## src/rtl/dapc_pkg.sv

```systemverilog
`timescale 1ns / 1ps
// Shared types and constants for the dual converter ping-pong capture block.
// No dependencies.
package dapc_pkg;

	localparam int FRAME_BYTES = 9;
	localparam int NUM_SLOTS   = 4;
	localparam int MEM_DEPTH   = NUM_SLOTS * FRAME_BYTES;
	localparam int ADDR_W      = $clog2(MEM_DEPTH);
	localparam int CNT_W       = 4;

	// input function codes
	localparam logic [1:0] FUNC_READY = 2'd0;
	localparam logic [1:0] FUNC_BYTE  = 2'd1;
	localparam logic [1:0] FUNC_READ  = 2'd2;

	// full-bank codes
	localparam logic [1:0] FULL_NONE  = 2'd0;
	localparam logic [1:0] FULL_BANK0 = 2'd1;
	localparam logic [1:0] FULL_BANK1 = 2'd2;

	// chip select codes
	localparam logic [1:0] SEL_NONE   = 2'd0;

	typedef enum logic [2:0] {
		KIND_NONE    = 3'd0,
		KIND_START   = 3'd1,
		KIND_NEXT    = 3'd2,
		KIND_DONE    = 3'd3,
		KIND_BYTE    = 3'd4,
		KIND_NOFRAME = 3'd5
	} kind_t;

	// controller -> datapath
	typedef struct packed {
		logic item_load;
		logic exec_fire;
		logic rd_start;
		logic rd_emit;
		logic second_emit;
	} dapc_cmd_t;

	// datapath -> controller
	typedef struct packed {
		logic out_free;
		logic read_hit;
		logic chain_start;
		logic rd_last;
	} dapc_sts_t;

endpackage

```

## src/rtl/dapc_ctrl.sv

```systemverilog
`timescale 1ns / 1ps
// Sequencing state machine for the capture block.
// Depends on dapc_pkg.
module dapc_ctrl (
	input  logic                clk,
	input  logic                arst_n,
	input  logic                in_valid,
	output logic                in_ready,
	input  dapc_pkg::dapc_sts_t sts,
	output dapc_pkg::dapc_cmd_t cmd
);
	import dapc_pkg::*;

	typedef enum logic [4:0] {
		ST_IDLE   = 5'b00001,
		ST_EXEC   = 5'b00010,
		ST_SECOND = 5'b00100,
		ST_READ   = 5'b01000,
		ST_SPARE  = 5'b10000
	} state_t;

	state_t state_q, state_d;

	always_comb begin
		state_d = state_q;
		cmd     = '0;
		in_ready = 1'b0;
		unique case (state_q)
			ST_IDLE: begin
				in_ready = 1'b1;
				if (in_valid) begin
					cmd.item_load = 1'b1;
					state_d = ST_EXEC;
				end
			end
			ST_EXEC: begin
				// a read of a full bank goes to the memory first
				if (sts.read_hit) begin
					cmd.rd_start = 1'b1;
					state_d = ST_READ;
				end else if (sts.out_free) begin
					cmd.exec_fire = 1'b1;
					if (sts.chain_start)
						state_d = ST_SECOND;
					else
						state_d = ST_IDLE;
				end
			end
			ST_SECOND: begin
				if (sts.out_free) begin
					cmd.second_emit = 1'b1;
					state_d = ST_IDLE;
				end
			end
			ST_READ: begin
				if (sts.out_free) begin
					cmd.rd_emit = 1'b1;
					if (sts.rd_last)
						state_d = ST_IDLE;
				end
			end
			default: begin
				state_d = ST_IDLE;
			end
		endcase
	end

	always_ff @(posedge clk or negedge arst_n) begin
		if (!arst_n)
			state_q <= ST_IDLE;
		else
			state_q <= state_d;
	end

endmodule

```

## src/rtl/dapc_datapath.sv

```systemverilog
`timescale 1ns / 1ps
// Capture state, frame memory and result register of the capture block.
// Depends on dapc_pkg.
module dapc_datapath (
	input  logic                clk,
	input  logic                arst_n,
	input  dapc_pkg::dapc_cmd_t cmd,
	output dapc_pkg::dapc_sts_t sts,
	input  logic [1:0]          func,
	input  logic                source_chip,
	input  logic [7:0]          rx_byte,
	output logic                out_valid,
	input  logic                out_ready,
	output logic [2:0]          kind,
	output logic                result_chip,
	output logic                bank,
	output logic [1:0]          cs_state,
	output logic [7:0]          data_byte,
	output logic                last
);
	import dapc_pkg::*;

	// item register
	logic [1:0] func_q;
	logic       chip_q;
	logic [7:0] rx_q;

	// capture state
	logic             pend_q [2];
	logic [1:0]       full_q [2];
	logic             capt_q;
	logic             act_chip_q;
	logic             act_bank_q;
	logic [CNT_W-1:0] cnt_q;
	logic [1:0]       sel_q;

	logic             pend_d [2];
	logic [1:0]       full_d [2];
	logic             capt_d;
	logic             act_chip_d;
	logic             act_bank_d;
	logic [CNT_W-1:0] cnt_d;
	logic [1:0]       sel_d;

	// first result of an executed word
	kind_t      r_kind;
	logic       r_chip;
	logic       r_bank;
	logic [1:0] r_cs;
	logic       r_last;
	logic       chain;
	logic       mem_we;
	logic       other;

	// frame memory and read side
	logic [7:0]        mem [MEM_DEPTH];
	logic [7:0]        rd_data_q;
	logic [CNT_W-1:0]  rd_idx_q;
	logic [CNT_W-1:0]  rd_idx_d;
	logic              rd_bank_q;
	logic              rd_bank_d;
	logic              rd_en;
	logic [ADDR_W-1:0] rd_addr;
	logic [ADDR_W-1:0] wr_addr;
	logic              read_hit;

	// output register
	logic       out_valid_q;
	logic       out_load;
	kind_t      o_kind;
	logic       o_chip;
	logic       o_bank;
	logic [1:0] o_cs;
	logic [7:0] o_data;
	logic       o_last;
	logic [2:0] kind_q;
	logic       chip_o_q;
	logic       bank_q;
	logic [1:0] cs_q;
	logic [7:0] data_q;
	logic       last_q;

	always_ff @(posedge clk) begin
		if (cmd.item_load) begin
			func_q <= func;
			chip_q <= source_chip;
			rx_q   <= rx_byte;
		end
	end

	assign read_hit = (func_q == FUNC_READ) &&
		((full_q[chip_q] == FULL_BANK0) || (full_q[chip_q] == FULL_BANK1));
	assign other    = ~act_chip_q;
	assign wr_addr  = ADDR_W'({act_chip_q, act_bank_q}) * ADDR_W'(FRAME_BYTES)
		+ ADDR_W'(cnt_q);

	always_comb begin
		pend_d     = pend_q;
		full_d     = full_q;
		capt_d     = capt_q;
		act_chip_d = act_chip_q;
		act_bank_d = act_bank_q;
		cnt_d      = cnt_q;
		sel_d      = sel_q;
		r_kind     = KIND_NONE;
		r_chip     = chip_q;
		r_bank     = 1'b0;
		r_cs       = sel_q;
		r_last     = 1'b1;
		chain      = 1'b0;
		mem_we     = 1'b0;
		unique case (func_q)
			FUNC_READY: begin
				if (pend_q[~chip_q]) begin
					pend_d[chip_q] = 1'b1;
				end else if (!pend_q[chip_q]) begin
					pend_d[chip_q] = 1'b1;
					capt_d         = 1'b1;
					act_chip_d     = chip_q;
					act_bank_d     = (full_q[chip_q] == FULL_BANK0);
					cnt_d          = '0;
					sel_d          = {chip_q, ~chip_q};
					r_kind         = KIND_START;
					r_bank         = (full_q[chip_q] == FULL_BANK0);
					r_cs           = {chip_q, ~chip_q};
				end
			end
			FUNC_BYTE: begin
				if (capt_q) begin
					mem_we = 1'b1;
					r_chip = act_chip_q;
					r_bank = act_bank_q;
					if (32'(cnt_q) + 32'd1 >= 32'(FRAME_BYTES)) begin
						capt_d             = 1'b0;
						cnt_d              = '0;
						pend_d[act_chip_q] = 1'b0;
						full_d[act_chip_q] = {act_bank_q, ~act_bank_q};
						r_kind             = KIND_DONE;
						// start the waiting chip on the freed link
						if (pend_q[other]) begin
							chain      = 1'b1;
							r_last     = 1'b0;
							pend_d[other] = 1'b1;
							capt_d     = 1'b1;
							act_chip_d = other;
							act_bank_d = (full_q[other] == FULL_BANK0);
							sel_d      = {other, ~other};
						end
					end else begin
						cnt_d  = cnt_q + CNT_W'(1);
						r_kind = KIND_NEXT;
					end
				end
			end
			FUNC_READ: begin
				if (!read_hit)
					r_kind = KIND_NOFRAME;
			end
			default: begin
				r_kind = KIND_NONE;
			end
		endcase
	end

	always_ff @(posedge clk or negedge arst_n) begin
		if (!arst_n) begin
			pend_q[0]  <= 1'b0;
			pend_q[1]  <= 1'b0;
			full_q[0]  <= FULL_NONE;
			full_q[1]  <= FULL_NONE;
			capt_q     <= 1'b0;
			act_chip_q <= 1'b0;
			act_bank_q <= 1'b0;
			cnt_q      <= '0;
			sel_q      <= SEL_NONE;
		end else if (cmd.exec_fire) begin
			pend_q     <= pend_d;
			full_q     <= full_d;
			capt_q     <= capt_d;
			act_chip_q <= act_chip_d;
			act_bank_q <= act_bank_d;
			cnt_q      <= cnt_d;
			sel_q      <= sel_d;
		end
	end

	// read side: fetch the next byte while the current one is presented
	assign rd_bank_d = cmd.rd_start ? (full_q[chip_q] == FULL_BANK1) : rd_bank_q;
	assign rd_idx_d  = cmd.rd_start ? '0 : rd_idx_q + CNT_W'(1);
	assign sts.rd_last = (32'(rd_idx_q) == FRAME_BYTES - 1);
	assign rd_en     = cmd.rd_start || (cmd.rd_emit && !sts.rd_last);
	assign rd_addr   = ADDR_W'({chip_q, rd_bank_d}) * ADDR_W'(FRAME_BYTES)
		+ ADDR_W'(rd_idx_d);

	always_ff @(posedge clk) begin
		if (cmd.exec_fire && mem_we)
			mem[wr_addr] <= rx_q;
		if (rd_en)
			rd_data_q <= mem[rd_addr];
	end

	always_ff @(posedge clk or negedge arst_n) begin
		if (!arst_n) begin
			rd_idx_q  <= '0;
			rd_bank_q <= 1'b0;
		end else if (rd_en) begin
			rd_idx_q  <= rd_idx_d;
			rd_bank_q <= rd_bank_d;
		end
	end

	// result select
	always_comb begin
		o_kind = KIND_NONE;
		o_chip = chip_q;
		o_bank = 1'b0;
		o_cs   = sel_q;
		o_data = '0;
		o_last = 1'b1;
		priority if (cmd.exec_fire) begin
			o_kind = r_kind;
			o_chip = r_chip;
			o_bank = r_bank;
			o_cs   = r_cs;
			o_last = r_last;
		end else if (cmd.second_emit) begin
			o_kind = KIND_START;
			o_chip = act_chip_q;
			o_bank = act_bank_q;
		end else if (cmd.rd_emit) begin
			o_kind = KIND_BYTE;
			o_bank = rd_bank_q;
			o_data = rd_data_q;
			o_last = sts.rd_last;
		end else begin
			// nothing to load: keep the defaults
			o_kind = KIND_NONE;
		end
	end

	assign out_load = cmd.exec_fire || cmd.second_emit || cmd.rd_emit;

	always_ff @(posedge clk or negedge arst_n) begin
		if (!arst_n)
			out_valid_q <= 1'b0;
		else if (out_load)
			out_valid_q <= 1'b1;
		else if (out_ready)
			out_valid_q <= 1'b0;
	end

	always_ff @(posedge clk) begin
		if (out_load) begin
			kind_q   <= o_kind;
			chip_o_q <= o_chip;
			bank_q   <= o_bank;
			cs_q     <= o_cs;
			data_q   <= o_data;
			last_q   <= o_last;
		end
	end

	assign sts.out_free    = !out_valid_q || out_ready;
	assign sts.read_hit    = read_hit;
	assign sts.chain_start = chain;

	assign out_valid   = out_valid_q;
	assign kind        = kind_q;
	assign result_chip = chip_o_q;
	assign bank        = bank_q;
	assign cs_state    = cs_q;
	assign data_byte   = data_q;
	assign last        = last_q;

endmodule

```

## src/rtl/dual_adc_pingpong_capture_top.sv

```systemverilog
`timescale 1ns / 1ps
// Top level of the dual converter ping-pong capture block.
// Depends on dapc_pkg, dapc_ctrl and dapc_datapath.
//
// Two converters share one serial link; each owns two frame banks of nine
// bytes. The input channel (in_valid/in_ready) carries one word per event:
// func selects data-ready, received byte or frame read, source_chip names
// the converter, rx_byte carries the byte. The output channel
// (out_valid/out_ready) returns one or more result words per input word;
// last marks the final one.
//
// A data-ready or byte word is held in the item register and, once the output
// register is free, executed into it; a frame completion that starts the
// waiting chip adds one more word from the second-result state. A frame read
// fetches from the single read port of the frame memory first, so its nine
// bytes follow from the read data register, one per cycle while the receiver
// does not stall. An input word is taken again once the last result is loaded.
//
// Reset clears all capture and chip select state; the frame memory keeps
// its contents and only banks marked full are ever read.
// A stalled receiver holds the result register; the block waits, and takes
// the next input word while the final result of a word is still pending.
module dual_adc_pingpong_capture_top (
	input  logic       clk,
	input  logic       arst_n,
	input  logic       in_valid,
	output logic       in_ready,
	input  logic [1:0] func,
	input  logic       source_chip,
	input  logic [7:0] rx_byte,
	output logic       out_valid,
	input  logic       out_ready,
	output logic [2:0] kind,
	output logic       result_chip,
	output logic       bank,
	output logic [1:0] cs_state,
	output logic [7:0] data_byte,
	output logic       last
);
	import dapc_pkg::*;

	dapc_cmd_t cmd;
	dapc_sts_t sts;

	// sequencing: accept, execute, stream frame bytes
	dapc_ctrl u_ctrl (
		.clk      (clk),
		.arst_n   (arst_n),
		.in_valid (in_valid),
		.in_ready (in_ready),
		.sts      (sts),
		.cmd      (cmd)
	);

	// capture state, frame memory and result register
	dapc_datapath u_datapath (
		.clk         (clk),
		.arst_n      (arst_n),
		.cmd         (cmd),
		.sts         (sts),
		.func        (func),
		.source_chip (source_chip),
		.rx_byte     (rx_byte),
		.out_valid   (out_valid),
		.out_ready   (out_ready),
		.kind        (kind),
		.result_chip (result_chip),
		.bank        (bank),
		.cs_state    (cs_state),
		.data_byte   (data_byte),
		.last        (last)
	);

endmodule
```

## config.mk

```make
export PLATFORM = sky130hd
export DESIGN_NAME = dual_adc_pingpong_capture_top
export DESIGN_NICKNAME = d
export VERILOG_FILES = /design/src/rtl/dapc_pkg.sv /design/src/rtl/dapc_ctrl.sv /design/src/rtl/dapc_datapath.sv /design/src/rtl/dual_adc_pingpong_capture_top.sv
export SDC_FILE = /design/constraint.sdc
export NUM_CORES = 1
export LEC_CHECK = 0
export ABC_AREA = 1
export ABC_CLOCK_PERIOD_IN_PS = 6200
export BUFFER_PORTS_ARGS = -buffer_cell sky130_fd_sc_hd__buf_2
export CAP_MARGIN = 10
export CORE_AREA = 8 8 185 187
export CTS_CLUSTER_DIAMETER = 200
export DETAILED_ROUTE_END_ITERATION = 16
export DIE_AREA = 0 0 193 195
export MAX_ROUTING_LAYER = met4
export PLACE_DENSITY = 0.69
export SYNTH_ARGS = -nofsm -noshare
export SYNTH_HDL_FRONTEND = slang
export SYNTH_SLANG_ARGS = --single-unit
```

## constraint.sdc

```tcl
create_clock -name clk -period 6.2 [get_ports clk]
set_clock_uncertainty 0.05 [all_clocks]
set_input_delay 1.24 -clock clk [delete_from_list [all_inputs] [get_ports clk]]
set_output_delay 1.24 -clock clk [all_outputs]
set_load 0.005 [all_outputs]
```

==> results of run 1 <==
worst max-delay path, cell delays in order (launching register included):
cell and delay [ps]:
edfxtp_1 550, inv_2 100, or2_2 280, o21ai_0 110
ha_1 280, nand3b_2 250, nor2_2 210, inv_1 120
nand2_1 90, nand2_1 110, ha_4 180, ha_2 180
fa_1 420, xor2_2 810, inv_2 360, nand3_1 210
nand3_1 170, nand3_1 160, nand2_1 60
cell usage in the layout (no fill, tap or decap), types with 3 or more instances in the layout:
cell type and instances:
edfxtp_1 323, nand4_1 4, inv_1 134, nand3_2 6
clkinv_1 3, clkbuf_1 14, buf_2 32, inv_2 8
nand3_1 184, nor2_8 3, o22ai_1 11, dfrtp_1 24
clkbuf_16 39, nor2_2 7, o21ai_0 40, clkinv_2 3
nand2_2 3, buf_4 16, ha_1 16, xnor2_1 3
o211ai_1 3, o21ai_1 8, nor3_1 5, a21oi_1 6
nor2_1 95, nand2_1 495
state kept, by name, indices dropped and copies added, names as in the netlist, 3 cells and up:
register              cells
u_ctrl.state_q            4
u_datapath.cnt_q          4
u_datapath.data_byte      8
u_datapath.full_q         4
u_datapath.kind           3
u_datapath.mem          288
u_datapath.rd_data_q      8
u_datapath.rd_idx_q       4
u_datapath.rx_q           8
routing by layer:
metal | up-vias | wire length [um] | track usage, %
met1 | 4976 | 15500 | 27.03
met5 | - | 0 | -
met3 | 73 | 2396 | 2.619
met2 | 373 | 17120 | 32.04
met4 | 0 | 1196 | 6.868
li1 | 4934 | - | -
area by class of cell:
type | instances | area share, %
inverter | 145 | 3.228
multi-input combinational | 909 | 24.66
clock inverter | 9 | 0.4559
timing repair buffer | 49 | 1.809
clock buffer | 55 | 6.206
sequential | 348 | 60.68
tap | 402 | 2.956
power by group through the flow:
stage,clock network [mW],logic (mW),registers [mW]
floorplan,0,2.50,2.92
global placement,0,3.47,2.89
detailed placement,0,3.49,2.90
CTS,2.11,3.51,2.85
global route,2.20,3.99,2.86
finish,2.09,3.56,2.85
kinds of logic after synthesis:
kind of cell,share of synthesized area (%)
fa+ha+maj,1.730
compound gates,2.661
buf+inv,5.370
xor+xnor,0.3918
flops,67.35
simple gates,22.49
metrics by stage:
| stage | hold WS (ps) | total power, mW |
|---|---|---|
| after floorplan | 391.9 | 5.424 |
| after global placement | 413.7 | 6.368 |
| after detailed placement | 412.8 | 6.390 |
| after CTS | 428.1 | 8.474 |
| after global routing | 482.0 | 9.043 |
| final | 428.0 | 8.493 |
final timing paths:
| kind | start | to | slack (ps) | depth (start not counted) |
|---|---|---|---|---|
| min reg2reg | u_datapath.full_q[1]$_DFFE_PN0P_ | u_datapath.full_q[1]$_DFFE_PN0P_ | 430 | 2 |
| max | u_datapath.chip_q$_DFFE_PP_ | u_datapath.rd_data_q[6]$_DFFE_PP_ | 1240 | 18 |
| max reg2reg | u_datapath.chip_q$_DFFE_PP_ | u_datapath.rd_data_q[6]$_DFFE_PP_ | 1240 | 18 |
| min | u_datapath.full_q[1]$_DFFE_PN0P_ | u_datapath.full_q[1]$_DFFE_PN0P_ | 430 | 2 |
| min in group asynchronous | arst_n | u_datapath.out_valid$_DFFE_PN0P_ | 660 | 1 |
| max in group asynchronous | arst_n | u_datapath.capt_q$_DFFE_PN0P_ | 5040 | 1 |
==> reports/qor.csv, run 1 <==
metric;value;unit
port bufs;32;
CP max FO;17;
Final Net Count;1525;
largest net degree at the start of global routing;98;
H-tree lvl count;2;
Int Pwr;5.004;mW
io pins;33;
Reg power frac;33.6;%
vias in the first global route;10240;
Primary FF master, synth;edfxtp_1;
synthesized netlist cell count;1459;
final setup vio count;0;
FMAX;201.5;MHz
CTS sink cnt;348;
post-cts sizing count;0;
post-synth top area share;63.27;%
PwrDens;499.1;nW/um^2
initial antenna violation count;1;
Tcrit/Tclk final;80.04;%
die footprint;37640;um^2
CP Capture Type;register;
Antenna Nets Post-Route;0;
share of cells above drive strength 1;9.175;%
arrival time at the worst endpoint;5190;ps
Total Routing Usage GR;20.33;%
combinational power share;41.9;%
Reg area;10330;um^2
Warnings, synthesis;0;
worst-margin pin slew;1242;ps
Netlist cell types;39;
outcome;complete, no violations;
synthesized cell area;15330;um^2
Vias/cell;5.402;
TritonCTS clock tree;yes;
Post-synth EDFFs;323;
Min Clock Period, post-route;4963;ps
count leader, synth;nand2_1;
GRT overflow;0;
Post-CTS Setup Bufs;0;
post-DP HPWL;21840;um
Finished Layout Cells;1917;
Req. time, crit path;6430;ps
Async SR Flop Fraction;7.184;%
post-route cell area;17020;um^2
area of the multi-input gates;4197;um^2
ant diodes;0;
drt drc;0;
area post-placement;15860;um^2
largest area contributor in the netlist;edfxtp_1;
Worst slew margin;17.17;%
Fill cells;2693;
Worst-Skew Late Latency;530;ps
CTS Hold Bufs;0;
RSZ-0062 raised after global routing;no;
synthesized area per cell;10.51;um^2
routability cong.;0.9101;
worst slack, placed;1255;ps
clock root buffer;clkbuf_16;
type of the worst setup path;reg2reg;
type of element launching the critical path;register;
final setup TNS;0;ps
MaxCap Viol Count;0;
sequential fraction of the synthesis area;67.35;%
vertical die dimension;195;um
Final Hold Viols;0;
clock-pin slew on the worst setup and hold paths;60;ps
TritonRoute pass-1 iters;5;
Synth top cells by count;495 x nand2_1, 323 x edfxtp_1, 184 x nand3_1;
Worst Slack Setup Final;1237;ps
Hold Path Class;reg2reg;
Die W;193;um
global-route wire length before repair;57680;um
Area Overhead vs Synth;10.99;%
clock buffer depth;3;
via count;10360;
core area;31230;um^2
switch share;41.07;%
maximum VDD drop;0.0005062;V
Leakage;6.890;nW
Post-Route WL;36210;um
dpl cells;1852;
drt initial violations;1104;
Sw Pwr;3.488;mW
syn_nets;1494;
synth top area cells;edfxtp_1 63%, nand2_1 12%, nand3_1 6.0%;
clock power share;24.6;%
Site Rows;65;
cts bufs inserted;37;
synthesized flop and latch total;348;
Initial Util;49.09;%
routed len/inst;18.89;um
Final Core Density;54.49;%
fin. max-slew vios;0;
No activity file was read; power rests on OpenSTA's default activity.
==> run 2: changes to the inputs <==
ABC_AREA = 0   (was 1)
ABC_CLOCK_PERIOD_IN_PS = 4400   (was 6200)
CORE_AREA = 8 8 179 181   (was 8 8 185 187)
DIE_AREA = 0 0 187 189   (was 0 0 193 195)
PLACE_DENSITY = 0.72   (was 0.69)
clock period = 4.4 ns   (was 6.2 ns; I/O delays follow)
==> run 2 against run 1 <==
Against the previous run:
- first-iteration DRC count fell by 32%
- power up 11%
- area after synthesis fell by 6.5%
- cell count fell by 33%
- register-to-register slack got worse by 1200 ps
- maximum frequency increased by 13%
- routed wire length fell by 19%
- global-route usage down 3.0 points
- non-clock buffer count up 24
- sequential cell count is the same
- hold slack lost 100 ps
- critical path type unchanged
==> reports/qor.csv, run 2 <==
metric;value;unit;change
TritonCTS clock tree;yes;;
global-route wire length before repair;46070;um;-20%
synthesized flop and latch total;348;;unchanged
routability cong.;0.8920;;-2.0%
synthesized netlist cell count;801;;-45%
largest area contributor in the netlist;edfxtp_1;;
Primary FF master, synth;edfxtp_1;;
CP Capture Type;register;;
Min Clock Period, post-route;4392;ps;-570.4 ps
worst slack, placed;-97.61;ps;-1353 ps
post-route cell area;16460;um^2;-3.2%
Final Core Density;56.30;%;+1.8 points
Die W;187;um;-3.1%
Final Hold Viols;0;;unchanged
Top reg by flops;u_datapath.mem;;
ant diodes;0;;unchanged
Worst Slack Setup Final;7.641;ps;-1230 ps
clock root buffer;clkbuf_16;;
Post-synth EDFFs;323;;unchanged
Post-Route WL;29360;um;-19%
drt drc;0;;unchanged
RSZ-0062 raised after global routing;yes;;
Async SR Flop Fraction;7.184;%;unchanged
FMAX;227.7;MHz;+13%
synthesized cell area;14330;um^2;-6.5%
clock buffer depth;3;;unchanged
die footprint;35340;um^2;-6.1%
final setup TNS;0;ps;unchanged
post-DP HPWL;18990;um;-13%
Req. time, crit path;4620;ps;-1810 ps
arrival time at the worst endpoint;4610;ps;-580 ps
RR Startpoint;u_datapath.chip_q$_DFFE_PP_;;
Area Overhead vs Synth;14.90;%;
vertical die dimension;189;um;-3.1%
drt initial violations;754;;-32%
crit path launch;u_datapath.chip_q$_DFFE_PP_;;
maximum VDD drop;0.0003953;V;-22%
sequential fraction of the synthesis area;72.06;%;+4.7 points
Vias/cell;5.790;;+7.2%
largest net degree at the start of global routing;40;;-59%
max FFs per register;288;;unchanged
post-synth top area share;67.69;%;+4.4 points
clock-pin slew on the worst setup and hold paths;70;ps;about the same
Worst slew margin;18.23;%;+1.1 points
MaxCap Viol Count;0;;unchanged
most common cell after layout, fill and taps aside;edfxtp_1;;
Hold Path Class;in2async;;
core area;29240;um^2;-6.4%
share of cells above drive strength 1;24.58;%;+15 points
CTS sink cnt;348;;unchanged
Final Net Count;914;;-40%
commonest non-fill, non-tap cells in the layout;323 x edfxtp_1, 74 x mux4_2, 69 x nand2_1, 52 x nor2_1, 39 x buf_4;;
CP max FO;6;;-11
Site Rows;63;;-3.1%
area post-placement;15160;um^2;-4.4%
Worst-Skew Late Latency;520;ps;about the same
Leakage;5.501;nW;-20%
count leader, synth;edfxtp_1;;
Initial Util;49.00;%;-0.090 points
final setup vio count;0;;unchanged
Netlist cell types;60;;+54%
Tcrit/Tclk final;99.83;%;+20 points
port bufs;32;;unchanged
Slowest-stage cell, CP;fa_2;;
worst path bufs/invs;0;;-3
via count;7486;;-28%
TritonRoute pass-1 iters;5;;unchanged
PwrDens;570.3;nW/um^2;+14%
Total Routing Usage GR;17.37;%;-3.0 points
Worst R2R Setup Slack;8;ps;-1230 ps
synth top area cells;edfxtp_1 68%, mux4_2 12%, dfrtp_1 4.2%;;
Crit path max-delay family;multiplexers;;
Critical Path, Cell by Cell;nand2_1 -> o21a_1 -> ha_4 -> or3b_4 -> nor2_4 -> mux2_4 -> ha_4 -> ha_4 -> fa_2 -> mux4_2 -> mux4_2 -> mux2_4 -> mux2_4;;
H-tree lvl count;2;;unchanged
Antenna Nets Post-Route;0;;unchanged
type of the worst setup path;reg2reg;;
outcome;complete, no violations;;
io pins;33;;unchanged
type of element launching the critical path;register;;
cts bufs inserted;36;;-2.7%
Worst path max stage delay;610;ps;-200 ps
initial antenna violation count;0;;-1
Synth top cells by count;323 x edfxtp_1, 74 x mux4_2, 69 x nand2_1;;
syn_nets;836;;-44%
worst-margin pin slew;1227;ps;-15.92 ps
synthesized area per cell;17.89;um^2;+70%
fin. max-slew vios;0;;unchanged
Warnings, synthesis;0;;unchanged
GRT overflow;0;;unchanged
vias in the first global route;7594;;-26%
routed len/inst;22.70;um;+20%
==> run 2: cell types whose count changed in the layout (fill, tap and decap cells not counted), moves of 20 or more <==
| cell | delta |
|---|---|
| nor2_1 | -43 |
| o21ai_0 | -20 |
| nand3_1 | -171 |
| inv_1 | -113 |
| buf_4 | +23 |
| mux4_2 | +74 |
| nand2_1 | -426 |
==> run 2: worst register-to-register path: cells and delay by family, from the launching register on <==
| kind | cells | cell delay [ps] |
|---|---|---|
| compound gates | 1 | 190 |
| fa+ha+maj | 4 | 1160 |
| flops | 1 | 450 |
| mux | 5 | 1640 |
| simple gates | 3 | 670 |
==> run 2: logic make-up (layout without fill, tap and decap cells) <==
family,Yosys count,in the layout,synth area share (%)
AOI/OAI and AO/OA,86,86,4.340
xor gates and xnor gates,9,9,0.5500
muxes,96,96,13.23
adders and majority gates,20,20,1.851
buffers and inverters,55,157,1.703
DFF,348,348,72.06
and+or+nand+nor,187,187,6.269
==> run 2: layout make-up <==
type	count	area, um^2
sequential	348	10330
tap	390	488.0
multi-input combinational	398	3840
clock buffer	44	973.4
timing repair buffer	73	493.0
fill	2145	12780
inverter	22	82.58
clock inverter	18	261.5
==> run 2: worst paths after layout <==
check                           cells past startpoint                                  to
worst max-delay path                               13   u_datapath.rd_data_q[6]$_DFFE_PP_
worst min-delay path                                1    u_datapath.full_q[1]$_DFFE_PN0P_
worst max register to register                     13   u_datapath.rd_data_q[6]$_DFFE_PP_
worst min register to register                      1     u_datapath.sel_q[0]$_DFFE_PN0P_
max in group asynchronous                           1  u_datapath.rd_idx_q[2]$_DFFE_PN0P_
min in group clk                                    1     u_datapath.sel_q[0]$_DFFE_PN0P_
==> run 2: repair_timing <==
action                                  4_1_cts  5_1_grt
pin swaps                                     4        5
resized for setup                             1        4
buffers inserted                              4        2
hold buffers                                  0        0
endpoints found under the setup margin        1        1
==> run 2: through the flow <==
step | hold WS, ps | instances | total power [mW]
after floorplan | 415.6 | 801 | 5.592
after global placement | 440.6 | 1225 | 6.279
after detailed placement | 445.4 | 1225 | 6.300
after CTS | 327.1 | 1291 | 9.445
after global routing | 362.0 | 1293 | 9.739
final | 324.5 | 1293 | 9.390
==> run 2: per-layer routing <==
| metal | global-route usage [%] | vias to the layer above | share of wire [%] |
|---|---|---|---|
| met5 | - | - | 0 |
| met4 | 4.643 | 0 | 2.4 |
| met3 | 3.422 | 49 | 6.9 |
| met2 | 27.33 | 262 | 48 |
| met1 | 23.13 | 3829 | 42 |
| li1 | - | 3346 | - |
==> run 2: where the power goes <==
group / internal (mW) / switching, mW / total [mW]
clock: 1.93 / 1.22 / 3.16
combinational: 1.20 / 1.25 / 2.45
sequential: 3.74 / 0.0529 / 3.79
total: 6.87 / 2.52 / 9.39
